**config.mk**
```make
export PLATFORM = sky130hd
export DESIGN_NAME = recurrent_sigmoid_neuron
export DESIGN_NICKNAME = d
export VERILOG_FILES = /design/src/hw/rtl/rsn_pkg.sv /design/src/hw/rtl/rsn_plan_sigmoid.sv /design/src/hw/rtl/recurrent_sigmoid_neuron.sv
export SDC_FILE = /design/constraint.sdc
export NUM_CORES = 1
export LEC_CHECK = 0
export ABC_AREA = 1
export BUFFER_PORTS_ARGS = -buffer_cell sky130_fd_sc_hd__buf_2
export CAP_MARGIN = 25
export CORE_MARGIN = 5
export CORE_UTILIZATION = 30
export CTS_CLUSTER_DIAMETER = 150
export DETAILED_ROUTE_END_ITERATION = 7
export GPL_ROUTABILITY_DRIVEN = 0
export GPL_TIMING_DRIVEN = 0
export PLACE_DENSITY = 0.47
export SYNTH_ARGS = -nofsm -noshare
export SYNTH_HDL_FRONTEND = slang
export SYNTH_SLANG_ARGS = --single-unit
```
**constraint.sdc**
```tcl
create_clock -name i_clk -period 35.2 [get_ports i_clk]
set_clock_uncertainty 0.05 [all_clocks]
set_input_delay 7.04 -clock i_clk [delete_from_list [all_inputs] [get_ports i_clk]]
set_output_delay 7.04 -clock i_clk [all_outputs]
set_load 0.02 [all_outputs]
```
**src/hw/rtl/rsn_pkg.sv**
```systemverilog
// Shared types and constants for the recurrent sigmoid neuron.
// Holds the request/result structs and the fixed-point PLAN breakpoints.
// No dependencies.
package rsn_pkg;

    // Most terms summed between two last-term markers
    localparam int MAX_TERMS = 256;
    localparam int DATA_W    = 16;
    localparam int PROD_W    = 2 * DATA_W;
    // Q16.24 accumulator, sized so MAX_TERMS products cannot overflow
    localparam int ACC_W     = PROD_W + $clog2(MAX_TERMS);
    localparam int OUT_W     = 16;
    // Q0.24 probability before rounding; holds 1.0 exactly
    localparam int P_W       = 25;

    // PLAN breakpoints on |sum|, Q16.24
    localparam logic [ACC_W-1:0] BREAK_HI  = ACC_W'(64'd83886080);  // 5.0
    localparam logic [ACC_W-1:0] BREAK_MID = ACC_W'(64'd39845888);  // 2.375
    localparam logic [ACC_W-1:0] BREAK_LO  = ACC_W'(64'd16777216);  // 1.0

    // PLAN offsets and unity, Q0.24
    localparam logic [P_W-1:0] ONE_Q24 = P_W'(32'd16777216);
    localparam logic [P_W-1:0] OFS_HI  = P_W'(32'd14155776);  // 0.84375
    localparam logic [P_W-1:0] OFS_MID = P_W'(32'd10485760);  // 0.625
    localparam logic [P_W-1:0] OFS_LO  = P_W'(32'd8388608);   // 0.5

    // Rounding constant: half an output LSB
    localparam logic [P_W:0] ROUND_HALF = (P_W + 1)'(32'd128);
    localparam logic [OUT_W-1:0] OUT_MAX = '1;

    // One input term
    typedef struct packed {
        logic signed [DATA_W-1:0] activation;
        logic signed [DATA_W-1:0] weight;
        logic                     is_recurrent;
        logic                     last_term;
    } t_term_req;

    // One neuron result
    typedef struct packed {
        logic        [OUT_W-1:0] neuron_output;
        logic signed [ACC_W-1:0] pre_activation;
    } t_neuron_res;

endpackage

```
**src/hw/rtl/rsn_plan_sigmoid.sv**
```systemverilog
// Three-stage PLAN sigmoid: magnitude, segment evaluation, rounding.
// Depends on rsn_pkg; ends in the result register seen at the top level.
module rsn_plan_sigmoid import rsn_pkg::*; (
    input  logic                    i_clk,
    input  logic                    i_rst_n,
    input  logic                    i_en,
    input  logic                    i_valid,
    input  logic signed [ACC_W-1:0] i_sum,
    output logic                    o_valid,
    output t_neuron_res             o_result
);

    logic                    r_a_valid;
    logic [ACC_W-1:0]        r_abs;
    logic                    r_a_neg;
    logic signed [ACC_W-1:0] r_a_sum;

    logic                    r_p_valid;
    logic [P_W-1:0]          r_p;
    logic signed [ACC_W-1:0] r_p_sum;

    logic                    r_o_valid;
    t_neuron_res             r_o_res;

    logic [ACC_W-1:0] n_abs;
    logic [P_W-1:0]   n_pos;
    logic [P_W-1:0]   n_p;
    logic [P_W:0]     n_round;
    logic [OUT_W-1:0] n_out;

    // Take the magnitude of the sum
    assign n_abs = i_sum[ACC_W-1] ? ACC_W'(-i_sum) : ACC_W'(i_sum);

    // Evaluate the linear segment for |sum|; only the low 27 bits matter below 5.0
    always_comb begin
        if (r_abs >= BREAK_HI) begin
            n_pos = ONE_Q24;
        end else if (r_abs >= BREAK_MID) begin
            n_pos = P_W'(r_abs[26:5]) + OFS_HI;
        end else if (r_abs >= BREAK_LO) begin
            n_pos = P_W'(r_abs[26:3]) + OFS_MID;
        end else begin
            n_pos = P_W'(r_abs[26:2]) + OFS_LO;
        end
        n_p = r_a_neg ? (ONE_Q24 - n_pos) : n_pos;
    end

    // Round to Q0.16 and saturate an exact one
    always_comb begin
        n_round = {1'b0, r_p} + ROUND_HALF;
        if (n_round[P_W:8] > (P_W - 7)'(OUT_MAX)) begin
            n_out = OUT_MAX;
        end else begin
            n_out = n_round[8 +: OUT_W];
        end
    end

    // Advance the valid flags
    always_ff @(posedge i_clk) begin
        if (!i_rst_n) begin
            r_a_valid <= 1'b0;
            r_p_valid <= 1'b0;
            r_o_valid <= 1'b0;
        end else if (i_en) begin
            r_a_valid <= i_valid;
            r_p_valid <= r_a_valid;
            r_o_valid <= r_p_valid;
        end
    end

    // Advance the payload
    always_ff @(posedge i_clk) begin
        if (i_en) begin
            r_abs                  <= n_abs;
            r_a_neg                <= i_sum[ACC_W-1];
            r_a_sum                <= i_sum;
            r_p                    <= n_p;
            r_p_sum                <= r_a_sum;
            r_o_res.neuron_output  <= n_out;
            r_o_res.pre_activation <= r_p_sum;
        end
    end

    assign o_valid  = r_o_valid;
    assign o_result = r_o_res;

    // Sign of the sum picks the half of the curve
    a_neg_low: assert property (@(posedge i_clk) disable iff (!i_rst_n)
        (r_o_valid && r_o_res.pre_activation[ACC_W-1]) |->
            (r_o_res.neuron_output <= 16'd32768))
        else $error("negative sum produced output above one half");

    a_pos_high: assert property (@(posedge i_clk) disable iff (!i_rst_n)
        (r_o_valid && !r_o_res.pre_activation[ACC_W-1]) |->
            (r_o_res.neuron_output >= 16'd32768))
        else $error("non-negative sum produced output below one half");

    // A held pipeline keeps its finished result
    a_hold_valid: assert property (@(posedge i_clk) disable iff (!i_rst_n)
        (!i_en && r_o_valid) |=> r_o_valid)
        else $error("result lost while the pipeline was held");

endmodule

```
**src/hw/rtl/recurrent_sigmoid_neuron.sv**
```systemverilog
// Top level of the recurrent sigmoid neuron: term MAC and result pipeline.
// Depends on rsn_pkg and rsn_plan_sigmoid.
//
//   channel | signals                               | carries
//   --------+---------------------------------------+---------------------------
//   term in | i_in_valid / o_in_ready / i_in_data   | t_term_req, one per term
//   result  | o_out_valid / i_out_ready / o_out_data| t_neuron_res, per last term
//   config  | i_cfg_we / i_cfg_wdata                | drop_recurrent
//
// One term is taken per cycle while no result waits in the skid register; the 40-bit accumulate loop sets it.
// After its last term is taken, a result passes the input register and then the
// multiply, accumulate, magnitude, segment and round stages.
// Reset clears the accumulator and all valid flags. A result the receiver does
// not take moves to a skid register; while it waits there, the whole pipeline
// holds and o_in_ready is low.
module recurrent_sigmoid_neuron import rsn_pkg::*; (
    input  logic        i_clk,
    input  logic        i_rst_n,
    input  logic        i_in_valid,
    output logic        o_in_ready,
    input  t_term_req   i_in_data,
    output logic        o_out_valid,
    input  logic        i_out_ready,
    output t_neuron_res o_out_data,
    input  logic        i_cfg_we,
    input  logic        i_cfg_wdata
);

    logic w_adv;
    logic w_accept;
    logic w_pipe_valid;
    t_neuron_res w_pipe_res;

    logic                    r_drop;
    logic                    r_in_valid;
    t_term_req               r_in;
    logic                    r_prod_valid;
    logic                    r_prod_last;
    logic signed [PROD_W-1:0] r_prod;
    logic signed [ACC_W-1:0] r_acc;
    logic                    r_sum_valid;
    logic signed [ACC_W-1:0] r_sum;
    logic                    r_skid_valid;
    t_neuron_res             r_skid;

    logic                    n_keep;
    logic signed [PROD_W-1:0] n_prod;
    logic signed [ACC_W-1:0] n_acc;

    // Move everything forward unless a result is parked in the skid register
    assign w_adv      = !r_skid_valid;
    assign o_in_ready = w_adv;
    assign w_accept   = i_in_valid && w_adv;

    // Show the parked result first, else the pipeline's result
    assign o_out_valid = r_skid_valid || w_pipe_valid;
    assign o_out_data  = r_skid_valid ? r_skid : w_pipe_res;

    // Configuration register
    always_ff @(posedge i_clk) begin
        if (!i_rst_n) begin
            r_drop <= 1'b0;
        end else if (i_cfg_we) begin
            r_drop <= i_cfg_wdata;
        end
    end

    // Drop recurrent terms for an output-layer neuron
    assign n_keep = !(r_in.is_recurrent && r_drop);
    assign n_prod = n_keep ? (PROD_W'(r_in.activation) * PROD_W'(r_in.weight)) : '0;

    // Accumulate the product
    assign n_acc = r_acc + {{(ACC_W - PROD_W){r_prod[PROD_W-1]}}, r_prod};

    // Control state
    always_ff @(posedge i_clk) begin
        if (!i_rst_n) begin
            r_in_valid   <= 1'b0;
            r_prod_valid <= 1'b0;
            r_sum_valid  <= 1'b0;
            r_acc        <= '0;
        end else if (w_adv) begin
            r_in_valid   <= w_accept;
            r_prod_valid <= r_in_valid;
            r_sum_valid  <= r_prod_valid && r_prod_last;
            if (r_prod_valid) begin
                r_acc <= r_prod_last ? '0 : n_acc;
            end
        end
    end

    // Payload registers
    always_ff @(posedge i_clk) begin
        if (w_adv) begin
            r_in        <= i_in_data;
            r_prod      <= n_prod;
            r_prod_last <= r_in.last_term;
            r_sum       <= n_acc;
        end
    end

    // Park a result the receiver does not take; release it when taken
    always_ff @(posedge i_clk) begin
        if (!i_rst_n) begin
            r_skid_valid <= 1'b0;
        end else if (r_skid_valid) begin
            if (i_out_ready) begin
                r_skid_valid <= 1'b0;
            end
        end else if (w_pipe_valid && !i_out_ready) begin
            r_skid_valid <= 1'b1;
        end
    end

    always_ff @(posedge i_clk) begin
        if (!r_skid_valid && w_pipe_valid && !i_out_ready) begin
            r_skid <= w_pipe_res;
        end
    end

    rsn_plan_sigmoid u_sigmoid (
        .i_clk    (i_clk),
        .i_rst_n  (i_rst_n),
        .i_en     (w_adv),
        .i_valid  (r_sum_valid),
        .i_sum    (r_sum),
        .o_valid  (w_pipe_valid),
        .o_result (w_pipe_res)
    );

    // Accumulator starts over after a last term
    a_acc_clear: assert property (@(posedge i_clk) disable iff (!i_rst_n)
        (w_adv && r_prod_valid && r_prod_last) |=> (r_acc == '0))
        else $error("accumulator not cleared after last term");

    // A dropped recurrent term contributes nothing
    a_drop_zero: assert property (@(posedge i_clk) disable iff (!i_rst_n)
        (w_adv && r_in_valid && r_in.is_recurrent && r_drop) |=> (r_prod == '0))
        else $error("dropped recurrent term added a nonzero product");

    // A waiting result stays valid and unchanged
    a_out_hold: assert property (@(posedge i_clk) disable iff (!i_rst_n)
        (o_out_valid && !i_out_ready) |=> (o_out_valid && $stable(o_out_data)))
        else $error("waiting result changed or dropped");

endmodule
```
==> reports/qor.yml <==
syn_area_mm2: 0.0288
core_area_mm2: 0.0952
hold_viol: 0
ys_ff_latch: 404
wl_um: 71900
use_met3_pct: 2.30
antenna_found_initial: 0
cts_setup_buffers: 0
drive_above_1_share_pct: 7.41
dr.pass1.iters: 5
outcome: "finished, final reports clean"
max_freq_mhz: 95.5
io_buffers: 97
finalCritPeriodShare_pct: 29.7
cts-hold-fix-buffers: 0
worst_slack_ns: 24.73
synthTopCellsByArea: "edfxtp_1, fa_1, nand2_1, inv_1, ha_1"
fillers: 9866
critPathSlowestCell: "clkbuf_1"
groute.usage.overall_pct: 14.1
grt_most_used_layer: "met2"
max_cap_violations: 0
grt_pass1_vias: 21093
worstSetupPathType: "reg2out"
path_cells: "clkbuf_1 > inv_1 > clkbuf_1 > clkbuf_4 > buf_16 > buf_16 > buf_16 > buf_2"
htree_levels: 2
critPathTopFamily: "buffers and inverters"
post_synth.cell_area_avg_um2: 9.29
dp_hpwl_um: 57200
setup_viol_count_final: 0
grtUsageMet1_pct: 18.1
routed-via-count: 20069
synth.top_cell.area_share_pct: 37.1
rsz0062_at_grt: "false"
tns_ns: 0
diodes: 0
arrival_ns: 3.38
clockBufferDepth: 3
drc_errors: 0
drt_iter0_markers: 1045
cts.repair.resized: 0
initial_core_util_pct: 30.3
synth-edff-count: 356
critPathCaptureType: "primary output"
die-height_um: 320
fin_area_mm2: 0.0326
async_flop_share_pct: 0
relSlewSlack_pct: 44.2
critical_path.max_fanout: 68
post_drt_wl_per_cell_um: 15.8
ios: 98
row_count: 113
num-nets-final: 3688
yosysMostFrequentCell: "nand2_1"
ant_nets: 0
yosysSeqAreaShare_pct: 40.4
period_needed_ns: 10.47
fp.dieW_um: 320
slew_violations: 0
cp_data_required_time_ns: 28.11
dp_cells: 4470
synthTopCellsByCount: "nand2_1, inv_1, edfxtp_1"
cts_made_buffers: 47
worst_slew_pin_slew_ns: 0.837
yosys_warnings: 0
syn_nets: 3536
crit_buf_inv: 8
clock_latency_ns: 0.62
globalRouteOverflowTotal: 0
path_clk_slew_ns: 0.06
synth_largest_area_cell: "edfxtp_1"
viasPerCell: 4.40
cpMostUsedCell: "buf_16"
grt_pass1_wl_um: 116000
post-place-ws_ns: 25.24
min_path_type: "reg2reg"
dpl_cell_area_mm2: 0.0311
slowest_delay_ns: 0.40
syn-instance-count: 3102
syn2layout_area_growth_pct: 13.3
clkSinkCount: 404
cts-root-buf: "clkbuf_16"
start_kind: "flop"
grt_max_degree: 69
use_met2_pct: 24.5
ys.flop_type: "edfxtp_1"
synth_cell_type_count: 54
finalNonFillerCells: 4557
cts_tree: "built"
dieArea_mm2: 0.102
==> final timing paths <==
kind                         start                endpoint  slack (ns)  depth (start not counted)
min          u_sigmoid.r_p_sum[26]  u_sigmoid.o_result[26]        0.36                          0
min reg2reg  u_sigmoid.r_p_sum[26]  u_sigmoid.o_result[26]        0.36                          0
max reg2reg                r_in[7]              r_prod[29]       27.76                         22
max                   r_skid_valid              o_in_ready       24.73                          8
==> layer usage <==
layer / share of wire [%] / vias up / wire (µm)
met5: 0 / - / 0
met4: 3.5 / 0 / 2490
met3: 4.4 / 134 / 3150
met2: 48 / 392 / 34200
met1: 45 / 9530 / 32000
li1: - / 10013 / -
==> per-stage QoR <==
step	hold WS, ns	util (%)
global placement	0.351	32.5
floorplan	0.350	-
finish	0.359	34.3
global route	0.364	34.3
detailed placement	0.355	32.6
CTS	0.354	34.3
==> layout make-up <==
| type | count | area (µm²) | area share, % |
|---|---|---|---|
| Sequential cell | 404 | 11700 | 35.7 |
| Buffer | 104 | 434 | 1.33 |
| Timing Repair Buffer | 103 | 643 | 1.97 |
| Inverter | 625 | 2350 | 7.19 |
| Clock buffer | 58 | 1230 | 3.76 |
| Multi-Input combinational cell | 1969 | 14400 | 44.1 |
| Clock inverter | 29 | 362 | 1.11 |
| Tap cell | 1265 | 1580 | 4.85 |
==> logic make-up (layout without fill, tap and decap cells) <==
kind of cell | Yosys count | in the layout | share of synthesized area (%)
adder cells (fa/ha/maj) | 394 | 394 | 24.0
flip-flops | 404 | 404 | 40.4
multiplexers | 1 | 1 | 0.0782
AO/OA/AOI/OAI | 322 | 322 | 6.26
buffers and inverters | 729 | 919 | 9.64
XOR/XNOR | 110 | 110 | 3.34
AND/OR/NAND/NOR | 1142 | 1142 | 16.3
==> registers in the layout, indices dropped and copies added, names as in the netlist, 18 cells and up <==
signal              cells
r_prod                 32
u_sigmoid.r_p          18
r_skid                 56
u_sigmoid.r_abs        39
u_sigmoid.o_result     56
u_sigmoid.r_a_sum      40
r_in                   34
u_sigmoid.r_p_sum      40
r_sum                  40
r_acc                  40
==> cells in the final DEF, fill, tap and decap left out, types with 5 or more instances in the layout <==
| cell | Yosys | final |
|---|---|---|
| o21a_1 | 13 | 13 |
| clkbuf_1 | 90 | 99 |
| a21oi_1 | 155 | 155 |
| clkbuf_16 | 0 | 47 |
| xor2_1 | 73 | 73 |
| nor2_1 | 199 | 198 |
| inv_1 | 619 | 619 |
| nand2_2 | 8 | 8 |
| nand3_1 | 75 | 75 |
| a31oi_1 | 18 | 18 |
| xnor2_1 | 37 | 37 |
| fa_1 | 263 | 263 |
| clkinv_2 | 0 | 7 |
| nand3_2 | 5 | 5 |
| buf_2 | 8 | 105 |
| o21ai_0 | 81 | 81 |
| nand2_1 | 771 | 771 |
| ha_1 | 131 | 131 |
| nand4_1 | 17 | 17 |
| dfxtp_1 | 48 | 48 |
| nor3_1 | 16 | 16 |
| o21ai_1 | 9 | 9 |
| nor2_2 | 6 | 6 |
| o211ai_1 | 13 | 13 |
| o21bai_1 | 13 | 13 |
| nor4_1 | 8 | 8 |
| bufinv_16 | 0 | 6 |
| clkinv_1 | 2 | 9 |
| buf_16 | 0 | 5 |
| or2_2 | 16 | 16 |
| edfxtp_1 | 356 | 356 |
Power is not shown: default switching activity piles up to over one toggle a cycle in this logic, so the estimate is an artifact.
